## src/design/assert_macros.svh

```systemverilog
// ----------------------------------------------------------------------------
// Assertion macros
// Shared concurrent assertion forms for the score-ordered group list.
// ----------------------------------------------------------------------------
`ifndef ASSERT_MACROS_SVH
`define ASSERT_MACROS_SVH

`ifndef ASSERT_OFF
`define SOGL_ASSERT(name, clk, rst_n, prop, msg) \
    name: assert property (@(posedge clk) disable iff (!rst_n) prop) else $error(msg);
`define SOGL_NEVER(name, clk, rst_n, cond, msg) \
    name: assert property (@(posedge clk) disable iff (!rst_n) !(cond)) else $error(msg);
`else
`define SOGL_ASSERT(name, clk, rst_n, prop, msg)
`define SOGL_NEVER(name, clk, rst_n, cond, msg)
`endif

`endif

```

## src/design/sogl_pkg.sv

```systemverilog
// ----------------------------------------------------------------------------
// Score-ordered group list package
// Field widths, status and action codes, and the ring control bundle.
// ----------------------------------------------------------------------------
package sogl_pkg;

    localparam int ID_W        = 4;
    localparam int SCORE_W     = 10;
    localparam int REQ_SCORE_W = 16;
    localparam int STATUS_W    = 2;

    localparam logic [REQ_SCORE_W-1:0] SCORE_MAX = 16'd1000;

    localparam logic ACT_SET  = 1'b0;
    localparam logic ACT_WALK = 1'b1;

    localparam logic [STATUS_W-1:0] ST_OK     = 2'd0;
    localparam logic [STATUS_W-1:0] ST_REJECT = 2'd1;
    localparam logic [STATUS_W-1:0] ST_SAME   = 2'd2;

    typedef struct packed {
        logic shift;
        logic rebuild;
        logic start;
        logic tail_step;
    } ring_ctrl_t;

endpackage

```

## src/design/sogl_if.sv

```systemverilog
// ----------------------------------------------------------------------------
// Score-ordered group list channels
// Request and response channels with valid/ready handshakes.
// ----------------------------------------------------------------------------
interface sogl_req_if
    import sogl_pkg::*;
();
    logic                   valid;
    logic                   ready;
    logic                   action;
    logic [ID_W-1:0]        group_id;
    logic [REQ_SCORE_W-1:0] new_score;

    modport source (output valid, output action, output group_id, output new_score,
                    input ready);
    modport sink   (input valid, input action, input group_id, input new_score,
                    output ready);
endinterface

interface sogl_rsp_if
    import sogl_pkg::*;
();
    logic                valid;
    logic                ready;
    logic [STATUS_W-1:0] status;
    logic [ID_W-1:0]     out_group;
    logic [SCORE_W-1:0]  out_score;
    logic                last;

    modport source (output valid, output status, output out_group, output out_score,
                    output last, input ready);
    modport sink   (input valid, input status, input out_group, input out_score,
                    input last, output ready);
endinterface

```

## src/design/sogl_ring.sv

```systemverilog
// ----------------------------------------------------------------------------
// Rank ring
// Rotating list of (group, score) pairs, head first, rebuilt one rank a cycle.
// ----------------------------------------------------------------------------
module sogl_ring
    import sogl_pkg::*;
#(
    parameter int GROUPS = 16
)
(
    input  logic                     clk,
    input  logic                     rst_n,
    input  ring_ctrl_t               ctrl,
    input  logic [$clog2(GROUPS)-1:0] move_id,
    input  logic [SCORE_W-1:0]       move_score,
    output logic [$clog2(GROUPS)-1:0] head_id,
    output logic [SCORE_W-1:0]       head_score
);

    localparam int IdW = $clog2(GROUPS);

    logic [IdW-1:0]     ring_id_reg    [GROUPS];
    logic [SCORE_W-1:0] ring_score_reg [GROUPS];
    logic [IdW-1:0]     prev_id_reg;
    logic [SCORE_W-1:0] prev_score_reg;
    logic               gone_reg;
    logic               gone_next;
    logic               ins_reg;
    logic               ins_next;
    logic               here;
    logic [IdW-1:0]     cand_id;
    logic [SCORE_W-1:0] cand_score;
    logic [IdW-1:0]     tail_id;
    logic [SCORE_W-1:0] tail_score;

    assign head_id    = ring_id_reg[0];
    assign head_score = ring_score_reg[0];
    assign here       = (ring_id_reg[0] == move_id);

    always_comb
    begin
        cand_id    = (gone_reg || here) ? ring_id_reg[1]    : ring_id_reg[0];
        cand_score = (gone_reg || here) ? ring_score_reg[1] : ring_score_reg[0];
        gone_next  = gone_reg || here;
        ins_next   = ins_reg;
        tail_id    = ring_id_reg[0];
        tail_score = ring_score_reg[0];
        if (ctrl.rebuild)
        begin
            if (!ins_reg)
            begin
                if (ctrl.tail_step || (cand_score < move_score))
                begin
                    tail_id    = move_id;
                    tail_score = move_score;
                    ins_next   = 1'b1;
                end
                else
                begin
                    tail_id    = cand_id;
                    tail_score = cand_score;
                end
            end
            else if (!gone_reg)
            begin
                tail_id    = prev_id_reg;
                tail_score = prev_score_reg;
            end
        end
    end

    always_ff @(posedge clk or negedge rst_n)
    begin
        if (!rst_n)
        begin
            for (int r = 0; r < GROUPS; r++)
            begin
                ring_id_reg[r]    <= IdW'(r);
                ring_score_reg[r] <= '0;
            end
            gone_reg <= 1'b0;
            ins_reg  <= 1'b0;
        end
        else
        begin
            if (ctrl.start)
            begin
                gone_reg <= 1'b0;
                ins_reg  <= 1'b0;
            end
            else if (ctrl.shift && ctrl.rebuild)
            begin
                gone_reg <= gone_next;
                ins_reg  <= ins_next;
            end
            if (ctrl.shift)
            begin
                for (int r = 0; r < GROUPS - 1; r++)
                begin
                    ring_id_reg[r]    <= ring_id_reg[r+1];
                    ring_score_reg[r] <= ring_score_reg[r+1];
                end
                ring_id_reg[GROUPS-1]    <= tail_id;
                ring_score_reg[GROUPS-1] <= tail_score;
            end
        end
    end

    always_ff @(posedge clk)
    begin
        if (ctrl.shift && ctrl.rebuild)
        begin
            prev_id_reg    <= ring_id_reg[0];
            prev_score_reg <= ring_score_reg[0];
        end
    end

endmodule

```

## src/design/score_ordered_group_list.sv

```systemverilog
// ----------------------------------------------------------------------------
// Score-ordered group list
// Keeps all groups ranked by score, highest first; sets scores and walks.
//
// Channel   Role    Beat
// req       sink    action, group_id, new_score
// rsp       source  status, out_group, out_score, last
//
// A walk is accepted, then gives GROUPS beats, one beat a cycle unless the
// response stalls. A set-score that changes the score runs LOOKUP, DECIDE,
// REBUILD and REPLY, else it replies from DECIDE: one rank ring rotation
// finds the stored score, a second rebuilds the order, one rank per cycle.
// Reset lists groups in ascending id order with score zero.
// A stalled response holds the sequencer; a new request is taken while the
// final beat still waits in the output register.
// ----------------------------------------------------------------------------
`include "assert_macros.svh"

module score_ordered_group_list
    import sogl_pkg::*;
#(
    parameter int GROUPS = 16
)
(
    input  logic        clk,
    input  logic        rst_n,
    sogl_req_if.sink    req,
    sogl_rsp_if.source  rsp
);

    localparam int IdW = $clog2(GROUPS);

    typedef enum logic [5:0] {
        ST_IDLE    = 6'b000001,
        ST_LOOKUP  = 6'b000010,
        ST_DECIDE  = 6'b000100,
        ST_REBUILD = 6'b001000,
        ST_REPLY   = 6'b010000,
        ST_WALK    = 6'b100000
    } state_t;

    state_t                 state_reg, state_next;
    logic [IdW-1:0]         cnt_reg, cnt_next;
    logic [ID_W-1:0]        gid_reg, gid_next;
    logic [REQ_SCORE_W-1:0] req_score_reg, req_score_next;
    logic [SCORE_W-1:0]     old_score_reg, old_score_next;

    logic                   out_valid_reg, out_valid_next;
    logic [STATUS_W-1:0]    out_status_reg, out_status_next;
    logic [ID_W-1:0]        out_group_reg, out_group_next;
    logic [SCORE_W-1:0]     out_score_reg, out_score_next;
    logic                   out_last_reg, out_last_next;

    ring_ctrl_t             ring_ctrl;
    logic [IdW-1:0]         head_id;
    logic [SCORE_W-1:0]     head_score;
    logic                   emit_ok;
    logic                   emit;
    logic                   cnt_end;
    logic                   gid_ok;
    logic                   req_fire;
    logic                   walk_done;
    logic                   status_bad;

    assign req.ready     = (state_reg == ST_IDLE);
    assign rsp.valid     = out_valid_reg;
    assign rsp.status    = out_status_reg;
    assign rsp.out_group = out_group_reg;
    assign rsp.out_score = out_score_reg;
    assign rsp.last      = out_last_reg;

    assign emit_ok = !out_valid_reg || rsp.ready;
    assign cnt_end = (cnt_reg == IdW'(GROUPS - 1));
    assign gid_ok  = ({28'd0, gid_reg} < 32'(GROUPS));

    assign req_fire   = req.valid && req.ready;
    assign walk_done  = (state_reg == ST_WALK) && emit && cnt_end;
    assign status_bad = (out_status_reg != ST_OK) && (out_status_reg != ST_REJECT) &&
                        (out_status_reg != ST_SAME);

    sogl_ring #(
        .GROUPS (GROUPS)
    ) u_ring (
        .clk        (clk),
        .rst_n      (rst_n),
        .ctrl       (ring_ctrl),
        .move_id    (IdW'(gid_reg)),
        .move_score (SCORE_W'(req_score_reg)),
        .head_id    (head_id),
        .head_score (head_score)
    );

    always_comb
    begin
        state_next      = state_reg;
        cnt_next        = cnt_reg;
        gid_next        = gid_reg;
        req_score_next  = req_score_reg;
        old_score_next  = old_score_reg;
        out_status_next = out_status_reg;
        out_group_next  = out_group_reg;
        out_score_next  = out_score_reg;
        out_last_next   = out_last_reg;
        emit            = 1'b0;
        ring_ctrl       = '0;

        unique case (state_reg)
            ST_IDLE:
            begin
                if (req.valid)
                begin
                    gid_next       = req.group_id;
                    req_score_next = req.new_score;
                    cnt_next       = '0;
                    state_next     = (req.action == ACT_WALK) ? ST_WALK : ST_LOOKUP;
                end
            end
            ST_LOOKUP:
            begin
                ring_ctrl.shift = 1'b1;
                if (head_id == IdW'(gid_reg))
                begin
                    old_score_next = head_score;
                end
                cnt_next = cnt_reg + 1'b1;
                if (cnt_end)
                begin
                    cnt_next   = '0;
                    state_next = ST_DECIDE;
                end
            end
            ST_DECIDE:
            begin
                if (!gid_ok)
                begin
                    if (emit_ok)
                    begin
                        emit            = 1'b1;
                        out_status_next = ST_REJECT;
                        out_group_next  = gid_reg;
                        out_score_next  = '0;
                        out_last_next   = 1'b1;
                        state_next      = ST_IDLE;
                    end
                end
                else if (req_score_reg > SCORE_MAX)
                begin
                    if (emit_ok)
                    begin
                        emit            = 1'b1;
                        out_status_next = ST_REJECT;
                        out_group_next  = gid_reg;
                        out_score_next  = old_score_reg;
                        out_last_next   = 1'b1;
                        state_next      = ST_IDLE;
                    end
                end
                else if (REQ_SCORE_W'(old_score_reg) == req_score_reg)
                begin
                    if (emit_ok)
                    begin
                        emit            = 1'b1;
                        out_status_next = ST_SAME;
                        out_group_next  = gid_reg;
                        out_score_next  = old_score_reg;
                        out_last_next   = 1'b1;
                        state_next      = ST_IDLE;
                    end
                end
                else
                begin
                    ring_ctrl.start = 1'b1;
                    state_next      = ST_REBUILD;
                end
            end
            ST_REBUILD:
            begin
                ring_ctrl.shift     = 1'b1;
                ring_ctrl.rebuild   = 1'b1;
                ring_ctrl.tail_step = cnt_end;
                cnt_next            = cnt_reg + 1'b1;
                if (cnt_end)
                begin
                    cnt_next   = '0;
                    state_next = ST_REPLY;
                end
            end
            ST_REPLY:
            begin
                if (emit_ok)
                begin
                    emit            = 1'b1;
                    out_status_next = ST_OK;
                    out_group_next  = gid_reg;
                    out_score_next  = SCORE_W'(req_score_reg);
                    out_last_next   = 1'b1;
                    state_next      = ST_IDLE;
                end
            end
            ST_WALK:
            begin
                if (emit_ok)
                begin
                    emit            = 1'b1;
                    ring_ctrl.shift = 1'b1;
                    out_status_next = ST_OK;
                    out_group_next  = ID_W'(head_id);
                    out_score_next  = head_score;
                    out_last_next   = cnt_end;
                    cnt_next        = cnt_reg + 1'b1;
                    if (cnt_end)
                    begin
                        cnt_next   = '0;
                        state_next = ST_IDLE;
                    end
                end
            end
            default:
            begin
                state_next = ST_IDLE;
            end
        endcase

        if (emit)
        begin
            out_valid_next = 1'b1;
        end
        else if (rsp.ready)
        begin
            out_valid_next = 1'b0;
        end
        else
        begin
            out_valid_next = out_valid_reg;
        end
    end

    always_ff @(posedge clk or negedge rst_n)
    begin
        if (!rst_n)
        begin
            state_reg     <= ST_IDLE;
            cnt_reg       <= '0;
            out_valid_reg <= 1'b0;
        end
        else
        begin
            state_reg     <= state_next;
            cnt_reg       <= cnt_next;
            out_valid_reg <= out_valid_next;
        end
    end

    always_ff @(posedge clk)
    begin
        gid_reg        <= gid_next;
        req_score_reg  <= req_score_next;
        old_score_reg  <= old_score_next;
        out_status_reg <= out_status_next;
        out_group_reg  <= out_group_next;
        out_score_reg  <= out_score_next;
        out_last_reg   <= out_last_next;
    end

    `SOGL_ASSERT(a_busy_after_accept, clk, rst_n, req_fire |=> !req.ready, "taken while busy")
    `SOGL_NEVER(a_cnt_range, clk, rst_n, cnt_reg > IdW'(GROUPS - 1), "rank counter out of range")
    `SOGL_ASSERT(a_walk_ends_idle, clk, rst_n, walk_done |=> (state_reg == ST_IDLE), "walk overran")
    `SOGL_NEVER(a_status_code, clk, rst_n, out_valid_reg && status_bad, "undefined status")

endmodule

```

## src/flat_wrapper.sv

```systemverilog
// flat-port wrapper written by rule: the top's interface ports become plain ports
module score_ordered_group_list_flat import sogl_pkg::*;
#(
    parameter int GROUPS = 16
)
  (clk, rst_n, req_valid, req_action, req_group_id, req_new_score, req_ready, rsp_valid, rsp_status, rsp_out_group, rsp_out_score, rsp_last, rsp_ready);
  sogl_req_if req_i ();
  sogl_rsp_if rsp_i ();
  input  logic clk;
  input  logic rst_n;
  input wire logic [$bits(req_i.valid)-1:0] req_valid;
  input wire logic [$bits(req_i.action)-1:0] req_action;
  input wire logic [$bits(req_i.group_id)-1:0] req_group_id;
  input wire logic [$bits(req_i.new_score)-1:0] req_new_score;
  output wire logic [$bits(req_i.ready)-1:0] req_ready;
  output wire logic [$bits(rsp_i.valid)-1:0] rsp_valid;
  output wire logic [$bits(rsp_i.status)-1:0] rsp_status;
  output wire logic [$bits(rsp_i.out_group)-1:0] rsp_out_group;
  output wire logic [$bits(rsp_i.out_score)-1:0] rsp_out_score;
  output wire logic [$bits(rsp_i.last)-1:0] rsp_last;
  input wire logic [$bits(rsp_i.ready)-1:0] rsp_ready;
  assign req_i.valid = req_valid;
  assign req_i.action = req_action;
  assign req_i.group_id = req_group_id;
  assign req_i.new_score = req_new_score;
  assign req_ready = req_i.ready;
  assign rsp_valid = rsp_i.valid;
  assign rsp_status = rsp_i.status;
  assign rsp_out_group = rsp_i.out_group;
  assign rsp_out_score = rsp_i.out_score;
  assign rsp_last = rsp_i.last;
  assign rsp_i.ready = rsp_ready;
  score_ordered_group_list #(.GROUPS(GROUPS)) u_core (.clk(clk), .rst_n(rst_n), .req(req_i), .rsp(rsp_i));
endmodule
```

## config.mk

```make
export PLATFORM = sky130hd
export DESIGN_NAME = score_ordered_group_list_flat
export DESIGN_NICKNAME = d
export VERILOG_FILES = /design/src/design/sogl_pkg.sv /design/src/design/sogl_if.sv /design/src/design/sogl_ring.sv /design/src/design/score_ordered_group_list.sv /design/src/flat_wrapper.sv
export VERILOG_INCLUDE_DIRS = /design/src /design/src/design
export SDC_FILE = /design/constraint.sdc
export NUM_CORES = 1
export LEC_CHECK = 0
export BUFFER_PORTS_ARGS = -buffer_cell sky130_fd_sc_hd__buf_2
export CAP_MARGIN = 20
export CORE_UTILIZATION = 57
export DETAILED_ROUTE_END_ITERATION = 16
export GPL_TIMING_DRIVEN = 0
export PLACE_DENSITY = 0.74
export SLEW_MARGIN = 10
export SYNTH_ARGS = -nofsm -noshare
export SYNTH_HDL_FRONTEND = slang
export SYNTH_SLANG_ARGS = --single-unit
export TNS_END_PERCENT = 10
```

## constraint.sdc

```tcl
create_clock -name clk -period 10.2 [get_ports clk]
set_input_delay 0.51 -clock clk [delete_from_list [all_inputs] [get_ports clk]]
set_output_delay 0.51 -clock clk [all_outputs]
set_load 0.02 [all_outputs]
```

==> results.py <==
metrics = {
    "synth": {
        "synth_top_area_cell": "dfrtp_1",
        "avgSynthCellArea_sq_um": 9.463,
        "synth-seq-cells": 298,
        "synth_top_area_frac": 0.4026,
        "syn_inst": 1340,
        "syn_area_sq_mm": 0.01268,
        "syn_nets": 1375,
        "yosysUniqueCellTypes": 62,
        "synth-seq-area-share": 0.6154,
        "netlist_top_cells_area": "dfrtp_1, nand2_1, edfxtp_1, dfstp_2, o2111ai_1",
        "async_flop_share": 0.7953,
        "synth-main-ff-cell": "dfrtp_1",
        "ys_warn_count": 0,
        "synth_edf_count": 61,
    },
    "finish": {
        "fin_cells": 1722,
        "largest_reg_flops": 150,
        "fill_cells": 1751,
        "drive_above_1_share": 0.1304,
        "register_area_sq_mm": 0.007804,
        "nNetsFinal": 1453,
        "area_growth_pct": 13.25,
        "multiInputGateArea_sq_mm": 0.004484,
        "final_cell_mix": "nand2_1, dfrtp_1, buf_2",
        "final_common_cell": "nand2_1",
        "antennaDiodeCount": 0,
    },
    "detailed_routing": {
        "post_drt_wl_per_cell_microns": 16.38,
        "vias": 9330,
        "via_per_inst": 5.418,
        "ant_nets": 0,
        "drc": 0,
        "finalWirelength_microns": 28200,
        "firstDrtPassIters": 5,
        "drtIter0Drc": 619,
    },
    "die": {
        "rows": 54,
        "die_w_microns": 151.2,
        "die-area_sq_mm": 0.02285,
        "ios": 44,
        "start_util": 0.5811,
        "core_sq_mm": 0.02182,
        "die_h_microns": 151.2,
    },
    "setup_path": {
        "critPathKind": "reg -> reg",
        "crit_required_ns": 10.68,
        "rr_endpoint": "u_core.u_ring.ring_score_reg[1]",
        "reg2reg_from": "u_core.u_ring.gone_reg",
        "startpoint_type": "flop",
        "worstPathArrival_ns": 5.27,
        "critPathMaxFanout": 10,
        "rrSetupSlack_ns": 5.42,
        "worstRegToRegCells": 14,
        "end_kind": "flop",
    },
    "sta": {
        "finalSetupViolCount": 0,
        "fin_setup_tns_ns": 0,
        "holdWs_ns": 0.1374,
        "period_share": 0.4690,
        "hold_viol": 0,
        "period_needed_ns": 4.784,
        "rsz0062_at_grt": "no",
        "fmax_mhz": 209.0,
        "maxSlewHeadroom": 0.3738,
        "tightest_slew_ns": 0.9393,
        "fin_skew_ns": 0.01479,
        "finalMaxSlewViolations": 0,
    },
    "grt": {
        "antenna_found_initial": 0,
        "grt_max_degree": 117,
        "grt_pass1_wl_microns": 46640,
        "first_global_vias": 9152,
        "grt_overflow_total": 0,
        "grt_util_all_layers": 0.2605,
    },
    "power": {
        "leakage_uw": 0.007075,
        "p_per_area_mw_per_mm2": 259.7,
        "ir_worst_vdd_uv": 200.1,
        "power.total_uw": 3729,
    },
    "clocking": {
        "clockBufferDepth": 3,
        "clk_latency_ns": 0.56,
        "cts-root-buf": "clkbuf_16",
        "numCtsBuffers": 30,
        "cts_sinks": 298,
        "cts_setup_buffers": 0,
        "cts_max_level": 1,
        "cts_tree": "done",
        "path_clk_slew_ns": 0.07,
    },
    "placed_design": {
        "detailed_place_hpwl_microns": 19160,
        "finalWeightedCongestion": 0.9281,
        "port_buffers": 43,
        "dp_cells": 1665,
    },
    "outcome": {
        "status": "finished clean",
    },
    "worst_hold_path": {
        "worstHoldEndpoint": "u_core.req_score_reg[5]",
        "hold_path_class": "in -> reg",
        "hold_path_depth": 1,
        "min_from": "req_new_score[5]",
    },
    "run": {
        "cap_violations": 0,
    },
}
[metrics by stage]
| stage | setup slack [ns] | util | instance area [sq um] |
|---|---|---|---|
| global placement | 4.458 | 0.6070 | 13250 |
| CTS | 5.582 | 0.6581 | 14360 |
| finish | 5.416 | 0.6581 | 14360 |
| floorplan | 6.773 | - | 12680 |
| detailed placement | 5.589 | 0.6102 | 13320 |
| global route | 5.224 | 0.6581 | 14360 |
[layout make-up]
cell class                      instances  share of cell area
Buffer                                 77             0.02326
Multi-Input combinational cell        948              0.3122
Inverter                               17            0.004443
Clock inverter                          7            0.004966
Clock buffer                           49             0.06708
Tap cell                              280             0.02439
Timing Repair Buffer                   46             0.02021
Sequential cell                       298              0.5434
[synth_stat cells (all sizes together) (4+ instances only)]
library cell,count
nand2,660
dfrtp,204
edfxtp,61
clkbuf,48
nor2,47
dfstp,33
buf,29
o2111ai,26
a21oi,24
o21ai,24
nand3,18
nor3,18
mux2,17
inv,16
mux2i,14
xor2,13
a22oi,10
ha,10
nor2b,6
nor4,5
or2,5
or4,4
[worst max-delay path, cell delays in order, from the launching register on]
cell and delay (ns):
dfrtp_1 0.37, clkbuf_1 0.25, inv_1 0.18, o41a_1 0.15
clkbuf_1 0.40, clkbuf_1 0.58, mux2_2 0.45, ha_1 0.31
nand4_1 0.11, nor3_1 0.35, o21ai_2 0.16, o22ai_1 0.56
clkbuf_1 0.53, o2111ai_1 0.18, nand3_1 0.14
[routing by layer]
metal / wire (microns) / track usage / vias up / share of wire
met5: 0 / 0 / - / 0
met4: 853 / 0.09000 / 0 / 0.030
met3: 1486 / 0.03373 / 56 / 0.053
met2: 13130 / 0.4209 / 271 / 0.47
met1: 12730 / 0.3649 / 4481 / 0.45
li1: - / - / 4522 / -
[where the power goes]
group          total (uW)  internal, uW  switching (uW)
Sequential           1690          1520             164
Combinational         924           289             635
Clock                1120           668             451
Total                3730          2480            1250
[what timing repair did]
item	in CTS	in global routing
hold buffers	1	0
gates resized for setup	0	0
hold endpoints to repair	41	0
[worst max path at each step]
stage / depth (start not counted) / slack [ns] / startpoint / endpoint
floorplan: 14 / 6.77 / u_core.u_ring.gone_reg / u_core.u_ring.ring_score_reg[1]
global route: 14 / 5.22 / u_core.u_ring.gone_reg / u_core.u_ring.ring_score_reg[5]
finish: 14 / 5.42 / u_core.u_ring.gone_reg / u_core.u_ring.ring_score_reg[1]
CTS: 14 / 5.58 / u_core.u_ring.gone_reg / u_core.u_ring.ring_score_reg[1]
detailed placement: 14 / 5.59 / u_core.u_ring.gone_reg / u_core.u_ring.ring_score_reg[1]
global placement: 1 / 4.46 / rst_n / u_core.u_ring.ring_score_reg[68]
[logic make-up (layout without fill, tap and decap cells)]
| group | after synthesis | in the layout | share of synthesized area |
|---|---|---|---|
| adder cells (fa/ha/maj) | 10 | 10 | 0.009867 |
| AO/OA/AOI/OAI | 109 | 109 | 0.05920 |
| XOR/XNOR | 16 | 16 | 0.01105 |
| AND/OR/NAND/NOR | 782 | 782 | 0.2470 |
| buffers and inverters | 94 | 196 | 0.03137 |
| multiplexers | 31 | 31 | 0.02615 |
| flip-flops | 298 | 298 | 0.6154 |
Note: power is estimated with default switching activity, not from simulation.
